## src/rtl/core/rmst_pkg.sv

```systemverilog
// Shared types and constants for the range max-subarray segment tree.
// No dependencies.
`timescale 1ns / 1ps
package rmst_pkg;

  localparam int LEAF_COUNT_DEF = 1024;
  localparam int VALUE_BITS_DEF = 16;
  localparam int IDX_W          = 10;
  localparam int N_W            = 11;
  localparam int OUT_W          = 26;
  localparam logic [N_W-1:0] N_RESET = 11'd1024;

  typedef enum logic [3:0] {
    ST_CLEAR, ST_IDLE, ST_DISPATCH, ST_LEAF, ST_UP_A, ST_UP_B, ST_UP_W,
    ST_Q_LOOP, ST_Q_LEFT, ST_Q_RIGHT, ST_Q_DONE
  } state_t;

  typedef enum logic [2:0] {
    AS_CLEAR, AS_LEAF, AS_CHILD_A, AS_CHILD_B, AS_PARENT, AS_QL, AS_QR
  } addr_sel_t;

  typedef enum logic [1:0] {
    WS_ZERO, WS_LEAF, WS_MERGE
  } wsel_t;

  typedef struct packed {
    logic      capture;
    logic      clr_step;
    addr_sel_t addr_sel;
    logic      we;
    wsel_t     wsel;
    logic      lat_a;
    logic      p_init;
    logic      p_shift;
    logic      q_init;
    logic      q_shift;
    logic      l_merge;
    logic      r_merge;
    logic      out_load;
    logic      out_err;
  } cmd_t;

  typedef struct packed {
    logic clr_last;
    logic kind;
    logic load_oob;
    logic q_err;
    logic l_lt_r;
    logic l_odd;
    logic r_odd;
    logic p_root;
  } status_t;

endpackage

```

## src/rtl/core/rmst_ctrl.sv

```systemverilog
// Controller state machine: clearing pass, path update and range query.
// Depends on rmst_pkg.
`timescale 1ns / 1ps
module rmst_ctrl (
  input  logic             clk,
  input  logic             rst,
  input  logic             start,
  output logic             busy,
  input  rmst_pkg::status_t st,
  output rmst_pkg::cmd_t    cmd
);
  import rmst_pkg::*;

  state_t state, state_next;

  always_ff @(posedge clk) begin
    if (rst) begin
      state <= ST_CLEAR;
    end else begin
      state <= state_next;
    end
  end

  always_comb begin
    state_next = state;
    case (state)
      ST_CLEAR:    if (st.clr_last) state_next = ST_IDLE;
      ST_IDLE:     if (start) state_next = ST_DISPATCH;
      ST_DISPATCH: begin
        if (!st.kind) begin
          state_next = st.load_oob ? ST_IDLE : ST_LEAF;
        end else begin
          state_next = st.q_err ? ST_IDLE : ST_Q_LOOP;
        end
      end
      ST_LEAF:     state_next = ST_UP_A;
      ST_UP_A:     state_next = ST_UP_B;
      ST_UP_B:     state_next = ST_UP_W;
      ST_UP_W:     state_next = st.p_root ? ST_IDLE : ST_UP_A;
      ST_Q_LOOP: begin
        if (!st.l_lt_r)  state_next = ST_Q_DONE;
        else if (st.l_odd) state_next = ST_Q_LEFT;
        else if (st.r_odd) state_next = ST_Q_RIGHT;
      end
      ST_Q_LEFT:   state_next = ST_Q_LOOP;
      ST_Q_RIGHT:  state_next = ST_Q_LOOP;
      ST_Q_DONE:   state_next = ST_IDLE;
      default:     state_next = ST_IDLE;
    endcase
  end

  always_comb begin
    cmd = '0;
    cmd.addr_sel = AS_CLEAR;
    cmd.wsel     = WS_ZERO;
    case (state)
      ST_CLEAR: begin
        cmd.we       = 1'b1;
        cmd.clr_step = 1'b1;
      end
      ST_IDLE:     cmd.capture = start;
      ST_DISPATCH: begin
        cmd.p_init   = !st.kind;
        cmd.q_init   = st.kind;
        cmd.out_load = st.kind && st.q_err;
        cmd.out_err  = 1'b1;
      end
      ST_LEAF: begin
        cmd.addr_sel = AS_LEAF;
        cmd.we       = 1'b1;
        cmd.wsel     = WS_LEAF;
      end
      ST_UP_A:     cmd.addr_sel = AS_CHILD_A;
      ST_UP_B: begin
        cmd.addr_sel = AS_CHILD_B;
        cmd.lat_a    = 1'b1;
      end
      ST_UP_W: begin
        cmd.addr_sel = AS_PARENT;
        cmd.we       = 1'b1;
        cmd.wsel     = WS_MERGE;
        cmd.p_shift  = 1'b1;
      end
      ST_Q_LOOP: begin
        cmd.addr_sel = st.l_odd ? AS_QL : AS_QR;
        cmd.q_shift  = st.l_lt_r && !st.l_odd && !st.r_odd;
      end
      ST_Q_LEFT:   cmd.l_merge = 1'b1;
      ST_Q_RIGHT:  cmd.r_merge = 1'b1;
      ST_Q_DONE:   cmd.out_load = 1'b1;
      default:     cmd = '0;
    endcase
  end

  assign busy = (state != ST_IDLE);
endmodule

```

## config.mk

```make
export PLATFORM = sky130hd
export DESIGN_NAME = rmst_ctrl
export DESIGN_NICKNAME = d
export VERILOG_FILES = /design/src/rtl/core/rmst_pkg.sv /design/src/rtl/core/rmst_ctrl.sv
export SDC_FILE = /design/constraint.sdc
export NUM_CORES = 1
export LEC_CHECK = 0
export ABC_AREA = 0
export BUFFER_PORTS_ARGS = -buffer_cell sky130_fd_sc_hd__buf_2
export CAP_MARGIN = 20
export CORE_AREA = 2 2 39 41
export CTS_CLUSTER_SIZE = 28
export DETAILED_ROUTE_END_ITERATION = 7
export DIE_AREA = 0 0 41 43
export GPL_TIMING_DRIVEN = 1
export HOLD_SLACK_MARGIN = 0.03
export PLACE_DENSITY = 0.79
export SKIP_LAST_GASP = 1
export SYNTH_ARGS = -nofsm -noshare
export SYNTH_HDL_FRONTEND = slang
export SYNTH_SLANG_ARGS = --single-unit
```

## constraint.sdc

```tcl
create_clock -name clk -period 1.65 [get_ports clk]
set_input_delay 0.165 -clock clk [delete_from_list [all_inputs] [get_ports clk]]
set_output_delay 0.165 -clock clk [all_outputs]
set_load 0.01 [all_outputs]
```

# == Yosys cells after proc, flatten, opt, wreduce, memory -nomap -nowiden ==
# Cells that the tools add are included.
# classes
mux,25
n_eq_ne,14
n_reduce_logical,10
# op_table
op,count
case mux 4 bit (9 select lines),1
two-way mux 4 bit,5
"equality test 4 x 3 -> 1 bit, second input constant",4
case mux 3 bit (5 select lines),1
"equality test 4 bit, second input constant",3
two-way mux 1 bit,11
two-way mux 3 bit,3
"equality test 4 x 2 -> 1 bit, second input constant",2
"equality test 4 x 1 -> 1 bit, second input constant",1
logical NOT 4 bit,1
two-way mux 2 bit,2
"!= test 2 bit, second input constant",2
"!= test 4 x 1 -> 1 bit, second input constant",1
"!= test 4 bit, second input constant",1
case mux 2 bit (2 select lines),1
logical AND 1 bit,3
logical NOT 1 bit,3
AND reduction 3 bit,1
OR reduction 3 bit,1
case mux 1 bit (2 select lines),1
OR reduction 2 bit,1
# totals
regBits,4
wordCells,50
output_inout_bits,18
input_bits,11

# == Depth between registers and ports, before layout ==
# Gate-level depths: netlist of the first run.
# logic_depth
ltp_word,4
mapped_depth,5
depth_no_buf,4

# == Worst setup path before layout of the first run ==
# OpenSTA, ideal clock, no wires.
# synth_path
kind,register to output
from,register state[0]
to,output cmd[10] in the netlist's numbering
setup_slack_ns,0.360
t_required_ns,1.485
path_buffers,3
stages_incl_launch_ff,5
t_arrival_ns,1.125
cell_sequence,dfxtp_1 > buf_6 > buf_2 > nor3_1 > buf_4
# synth_lines
element,line_no,source
from (decl),rmst_ctrl.sv:14,"state_t state, state_next;"
from (signal assigned),rmst_ctrl.sv:20,state <= state_next;
to (decl),rmst_ctrl.sv:10,output rmst_pkg::cmd_t cmd

==> results.sh, run 1 <==
export IMPL_status="finished, final reports clean"
export IMPL_fp_row_count=14
export IMPL_grt_setup_unrepaired="false"
export IMPL_fin_ws_ps=131
export IMPL_ys_flop_type="dfxtp_1"
export IMPL_holdCritPathClass="primary input to flop"
export IMPL_synthesis_nets=75
export IMPL_h_tree_depth=1
export IMPL_core_mm2=0.00138
export IMPL_finalWirelength_mm=1.25
export IMPL_top_regs="state x4"
export IMPL_drc=0
export IMPL_power_frac_seq=0.324
export IMPL_dr_pass1_iters=4
export IMPL_yosys_area_share_adder=0
export IMPL_grt_max_degree=16
export IMPL_fin_skew_ps=2.33
export IMPL_fmax_mhz=658
export IMPL_path_clk_slew_ps=40
export IMPL_p_int_w=0.000232
export IMPL_synth_async_sr_flop_share=0
export IMPL_via_count=568
export IMPL_synth_largest_area_cell="dfxtp_1"
export IMPL_numClockSinks=4
export IMPL_p_comb_frac=0.320
export IMPL_seqCellArea_um2=83.8
export IMPL_arrival_ps=1350
export IMPL_multi_input_area_um2=358
export IMPL_netlist_instances=64
export IMPL_slew_headroom=0.815
export IMPL_largest_register_ffs=4
export IMPL_worst_ep_required_time_ps=1480
export IMPL_grt_overflow=0
export IMPL_num_antenna_cells=0
export IMPL_setup_tns_final_ps=0
export IMPL_place_congestion=0.789
export IMPL_clock_latency_ps=240
export IMPL_cts_setup_buffers=0
export IMPL_synth_cell_type_count=33
export IMPL_switching_share=0.323
export IMPL_yosysWarnings=0
export IMPL_finalCritPeriodShare=0.920
export IMPL_synth_edf_count=0
export IMPL_mostFrequentLayoutCells="28 x buf_2, 8 x a21oi_1, 5 x nor2_1, 5 x nor3_1, 5 x nand2b_1"
export IMPL_viasPerCell=5.31
export IMPL_synthMuxAreaShare=0.0443
export IMPL_dpl_instance_area_um2=614
export IMPL_ant_nets=0
export IMPL_final_common_cell="buf_2"
export IMPL_clockRootBuffer="clkbuf_4"
export IMPL_synth_area_leaders="dfxtp_1 17%, a21oi_1 8.3%, nand2b_1 6.5%"
export IMPL_synth_compound_area_frac=0.177
export IMPL_die_area_mm2=0.00176
export IMPL_die_w_um=41
export IMPL_critPathCaptureType="output pin"
export IMPL_drv_cap=0
export IMPL_yosysSeqAreaShare=0.167
export IMPL_grt_usage=0.152
export IMPL_synth_xor_area_frac=0.0182
export IMPL_cts_made_buffers=3
export IMPL_layout_cells_non_filler=107
export IMPL_power_density_mw_per_mm2=530
export IMPL_synthSimpleGateAreaFrac=0.492
export IMPL_drive_above_1_share=0.473
export IMPL_final_min_clock_period_ps=1520
export IMPL_grt_pass1_vias=446
export IMPL_dpl_hpwl_um=940
export IMPL_path_class="flop to output pin"
export IMPL_tightest_slew_ps=275
export IMPL_syn_area_um2=480
export IMPL_antenna_found_initial=0
export IMPL_p_leak_nw=0.311
export IMPL_dpl_worst_slack_ps=188
export IMPL_critPathMaxFanout=14
export IMPL_synth_top_area_frac=0.167
export IMPL_setup_viol=0
export IMPL_die_h_um=43
export IMPL_p_sw_w=0.000111
export IMPL_dr_first_iter_drc_count=11
export IMPL_cts_tree="built"
export IMPL_pwr_share_clk=0.355
export IMPL_layout_area_overhead_vs_synth_pct=34.6
export IMPL_start_util=0.347
export IMPL_avgSynthCellArea_um2=7.51
export IMPL_port_buffers=28
export IMPL_dp_cells=104
export IMPL_startpoint_type="flop"
export IMPL_fin_nets=104
export IMPL_finalMaxSlewViolations=0
export IMPL_grt_pass1_wl_mm=1.84
export IMPL_fillCellCount=148
export IMPL_ios=29
export IMPL_stdcell_area_um2=647
export IMPL_hold_viol_final=0
export IMPL_ctsLongestPathBuffers=2
export IMPL_wl_per_cell_um=11.7
export IMPL_synth_top_family_by_area="simple AND/OR/NAND/NOR gates"
export IMPL_ir_worst_vdd_mv=0.297
export IMPL_regMostFlops="state"
export IMPL_ys_ff_latch=4
[repair_timing]
item                                    4_1_cts  5_1_grt
endpoints found under the setup margin        1        5
gates resized for setup                       1        3
hold buffers                                  0        0
cloned                                        0        0
[path summary, 6_finish.rpt]
check	to	cells past startpoint	slack, ps	startpoint
worst min register to register	state[2]$_SDFFE_PP0P_	3	680	state[3]$_SDFFE_PP0P_
worst max-delay path	cmd[5]	4	130	state[1]$_SDFFE_PP0P_
worst min-delay path	state[2]$_SDFFE_PP0P_	2	140	rst
worst max register to register	state[1]$_SDFFE_PP0P_	4	370	state[1]$_SDFFE_PP0P_
[power groups by stage]
stage                     Combinational, W  Sequential [W]  Clock, W
final                             0.000110        0.000111  0.000122
after global routing              0.000123        0.000112  0.000140
after CTS                         0.000108        0.000111  0.000127
after detailed placement          0.000108        0.000112         0
after global placement            0.000105        0.000112         0
after floorplan                  0.0000779        0.000105         0
[kinds of logic after synthesis]
kind of cell,after synthesis
compound gates,14
xor+xnor,1
buf+inv,8
flops,4
mux,2
simple gates,35
[worst max-delay path, cell delays in order (launching register included)]
cell	delay, ps
dfxtp_2	460
nand2b_1	190
nor3_4	200
and2_1	150
buf_2	120
[metal layers]
metal	share of wire	vias up	global-route usage
li1	-	281	-
met1	0.43	260	0.180
met2	0.48	25	0.241
met3	0.068	2	0.0471
met4	0.014	0	0.0600
met5	0	-	0
[area by class of cell]
| class | count | share of cell area |
|---|---|---|
| timing repair buffer | 30 | 0.240 |
| clock buffer | 3 | 0.0348 |
| tap | 16 | 0.0309 |
| sequential | 4 | 0.130 |
| multi-input combinational | 52 | 0.553 |
| inverter | 2 | 0.0116 |
[stage by stage]
stage	utilization	power, W	hold slack [ps]
after global routing	0.467	0.000374	144
final	0.467	0.000343	145
after CTS	0.461	0.000346	150
after detailed placement	0.444	0.000220	400
after floorplan	-	0.000183	234
after global placement	0.444	0.000217	396
[synthesized netlist by cell type (2+ instances only)]
cell / n
nand2_1: 2
nor2_1: 5
a21oi_1: 8
nand2b_1: 5
buf_4: 2
and2_1: 2
buf_2: 3
nand3b_1: 2
nor3_1: 5
inv_1: 2
nor3b_1: 2
dfxtp_1: 4
o21ai_0: 2
(Power assumes the default switching activity.)
==> run 2: changes to the inputs <==
==> constraint.sdc (replaced) <==
create_clock -name clk -period 1.4 [get_ports clk]
set_input_delay 0.14 -clock clk [delete_from_list [all_inputs] [get_ports clk]]
set_output_delay 0.14 -clock clk [all_outputs]
set_load 0.01 [all_outputs]
==> run 2 against run 1 <==
The flow now finishes with violations (negative setup slack). Non-clock buffer count rose by 14. Critical path depth rose by 1. Combinational power rose by 66%. Clock skew fell by 1.4 ps. Hold slack got worse by 28 ps. Clock power rose by 17%. Global-route usage rose by 1.9 points. Worst setup slack got worse by 150 ps.
==> results.sh, run 2 (synthesis gave the netlist of run 1 again) <==
export IMPL_dr_pass1_iters=4
export IMPL_wl_per_cell_um=12.8
export IMPL_p_int_w=0.000307
export IMPL_core_mm2=0.00138
export IMPL_violations="negative setup slack"
export IMPL_worstReg2RegEnd="state[2]$_SDFFE_PP0P_"
export IMPL_p_sw_w=0.000147
export IMPL_fmax_mhz=706
export IMPL_critPathMaxFanout=6
export IMPL_hold_depth=2
export IMPL_dpl_instance_area_um2=644
export IMPL_grt_usage=0.171
export IMPL_grt_overflow=0
export IMPL_pwr_share_clk=0.315
export IMPL_ios=29
export IMPL_slowest_stage="dfxtp_4"
export IMPL_status="finished with violations"
export IMPL_fin_skew_ps=0.943
export IMPL_final_common_cell="buf_2"
export IMPL_grt_pass1_wl_mm=2.07
export IMPL_ctsLongestPathBuffers=2
export IMPL_tightest_slew_ps=292
export IMPL_power_density_mw_per_mm2=557
export IMPL_clockRootBuffer="clkbuf_4"
export IMPL_start_util=0.347
export IMPL_cp_slowest_stage_delay_ps=350
export IMPL_setup_viol=3
export IMPL_grt_setup_unrepaired="true"
export IMPL_power_frac_seq=0.282
export IMPL_grt_pass1_vias=502
export IMPL_num_antenna_cells=0
export IMPL_ir_worst_vdd_mv=0.532
export IMPL_dpl_hpwl_mm=1.04
export IMPL_finalMaxSlewViolations=0
export IMPL_largest_register_ffs=4
export IMPL_cts_made_buffers=3
export IMPL_dr_first_iter_drc_count=14
export IMPL_dp_cells=108
export IMPL_p_leak_nw=0.394
export IMPL_mostFrequentLayoutCells="28 x buf_2, 14 x buf_4, 8 x a21oi_1"
export IMPL_stdcell_area_um2=816
export IMPL_clock_latency_ps=240
export IMPL_top_regs="state x4"
export IMPL_worstReg2RegStart="state[2]$_SDFFE_PP0P_"
export IMPL_hold_viol_final=0
export IMPL_final_min_clock_period_ps=1420
export IMPL_drc=0
export IMPL_holdCritPathClass="primary input to flop"
export IMPL_hold_buffers=0
export IMPL_drv_cap=0
export IMPL_die_h_um=43
export IMPL_drive_above_1_share=0.619
export IMPL_p_total_w=0.000454
export IMPL_startpoint_type="flop"
export IMPL_die_w_um=41
export IMPL_layout_area_overhead_vs_synth_pct=69.8
export IMPL_fp_row_count=14
export IMPL_place_congestion=0.796
export IMPL_arrival_ps=1280
export IMPL_cts_tree="built"
export IMPL_p_comb_frac=0.403
export IMPL_finalCritPeriodShare=1.01
export IMPL_grt_max_degree=16
export IMPL_fin_nets=118
export IMPL_die_area_mm2=0.00176
export IMPL_setup_tns_final_ps=-33.4
export IMPL_path_clk_slew_ps=40
export IMPL_switching_share=0.323
export IMPL_regMostFlops="state"
export IMPL_via_count=638
export IMPL_fin_ws_ps=-17.4
export IMPL_hold_start="rst"
export IMPL_h_tree_depth=1
export IMPL_ant_nets=0
export IMPL_slew_headroom=0.804
export IMPL_hold_end="state[2]$_SDFFE_PP0P_"
export IMPL_startpoint="state[3]$_SDFFE_PP0P_"
export IMPL_numClockSinks=4
export IMPL_viasPerCell=5.27
export IMPL_crit_top_cell="buf_4"
export IMPL_worst_ep_required_time_ps=1260
export IMPL_finalWirelength_mm=1.55
export IMPL_r2r_cells=5
export IMPL_path_class="flop to output pin"
export IMPL_port_buffers=28
export IMPL_r2r_setup_slack_ps=120
export IMPL_antenna_found_initial=0
export IMPL_layout_cells_non_filler=121
export IMPL_critPathCaptureType="output pin"
export IMPL_crit_chain="nand2b_4 -> buf_4 -> buf_4 -> nor3_4 -> buf_2"
[run 2: changes by cell type in the layout (fill, tap and decap cells not counted), moves of 2 or more]
cell     before  now
buf_4         2   14
dfxtp_4       0    4
dfxtp_2       3    0
buf_6         0    2
nor3_1        5    3
nor3_2        0    2
[run 2: worst max path at each step]
stage | end | slack [ps] | depth (start not counted)
final | cmd[4] | -20 | 5
after CTS | cmd[16] | -20 | 4
after global routing | cmd[11] | -110 | 5
after global placement | state[2]$_SDFFE_PP0P_ | 90 | 4
after detailed placement | state[2]$_SDFFE_PP0P_ | 10 | 4
after floorplan | cmd[10] | 130 | 4
[run 2: power by group through the flow]
stage	Sequential (W)	Clock (W)	Combinational [W]
6_report	0.000128	0.000143	0.000183
5_1_grt	0.000129	0.000160	0.000201
4_1_cts	0.000130	0.000148	0.000147
3_5_place_dp	0.000133	0	0.000134
3_3_place_gp	0.000132	0	0.000131
2_1_floorplan	0.000124	0	0.0000918
[run 2: final cells by class]
cell class	count	area, um^2
tap	16	20.0
inverter	2	7.51
clock buffer	3	22.5
multi-input combinational	52	403
sequential	4	95.1
timing repair buffer	44	268
fill	130	568
[run 2: metrics by stage]
stage | hold slack (ps) | util | worst slack (ps)
2_1_floorplan | 209 | - | 135
3_3_place_gp | 368 | 0.466 | 88.8
3_5_place_dp | 374 | 0.466 | 14.7
4_1_cts | 118 | 0.514 | -22.6
5_1_grt | 136 | 0.590 | -108
6_report | 117 | 0.590 | -17.4
[run 2: routing by layer]
metal	part of all wire	global-route usage	vias up	wire, um
met1	0.39	0.203	307	601
met2	0.55	0.278	22	853
met3	0.060	0.0785	0	93
met5	0	0	-	0
li1	-	-	309	-
met4	0	0.0200	0	0
[run 2: critical path, delay by kind of cell (launching register included)]
| family | cells | cell delay, ps |
|---|---|---|
| AND/OR/NAND/NOR | 2 | 260 |
| buffers and inverters | 3 | 410 |
| flip-flops | 1 | 350 |
[run 2: what timing repair did]
item                                    4_1_cts  5_1_grt
gates resized for setup                       9       12
endpoints found under the setup margin       16       11
buffers inserted                              2        8
pin swaps                                     0        4
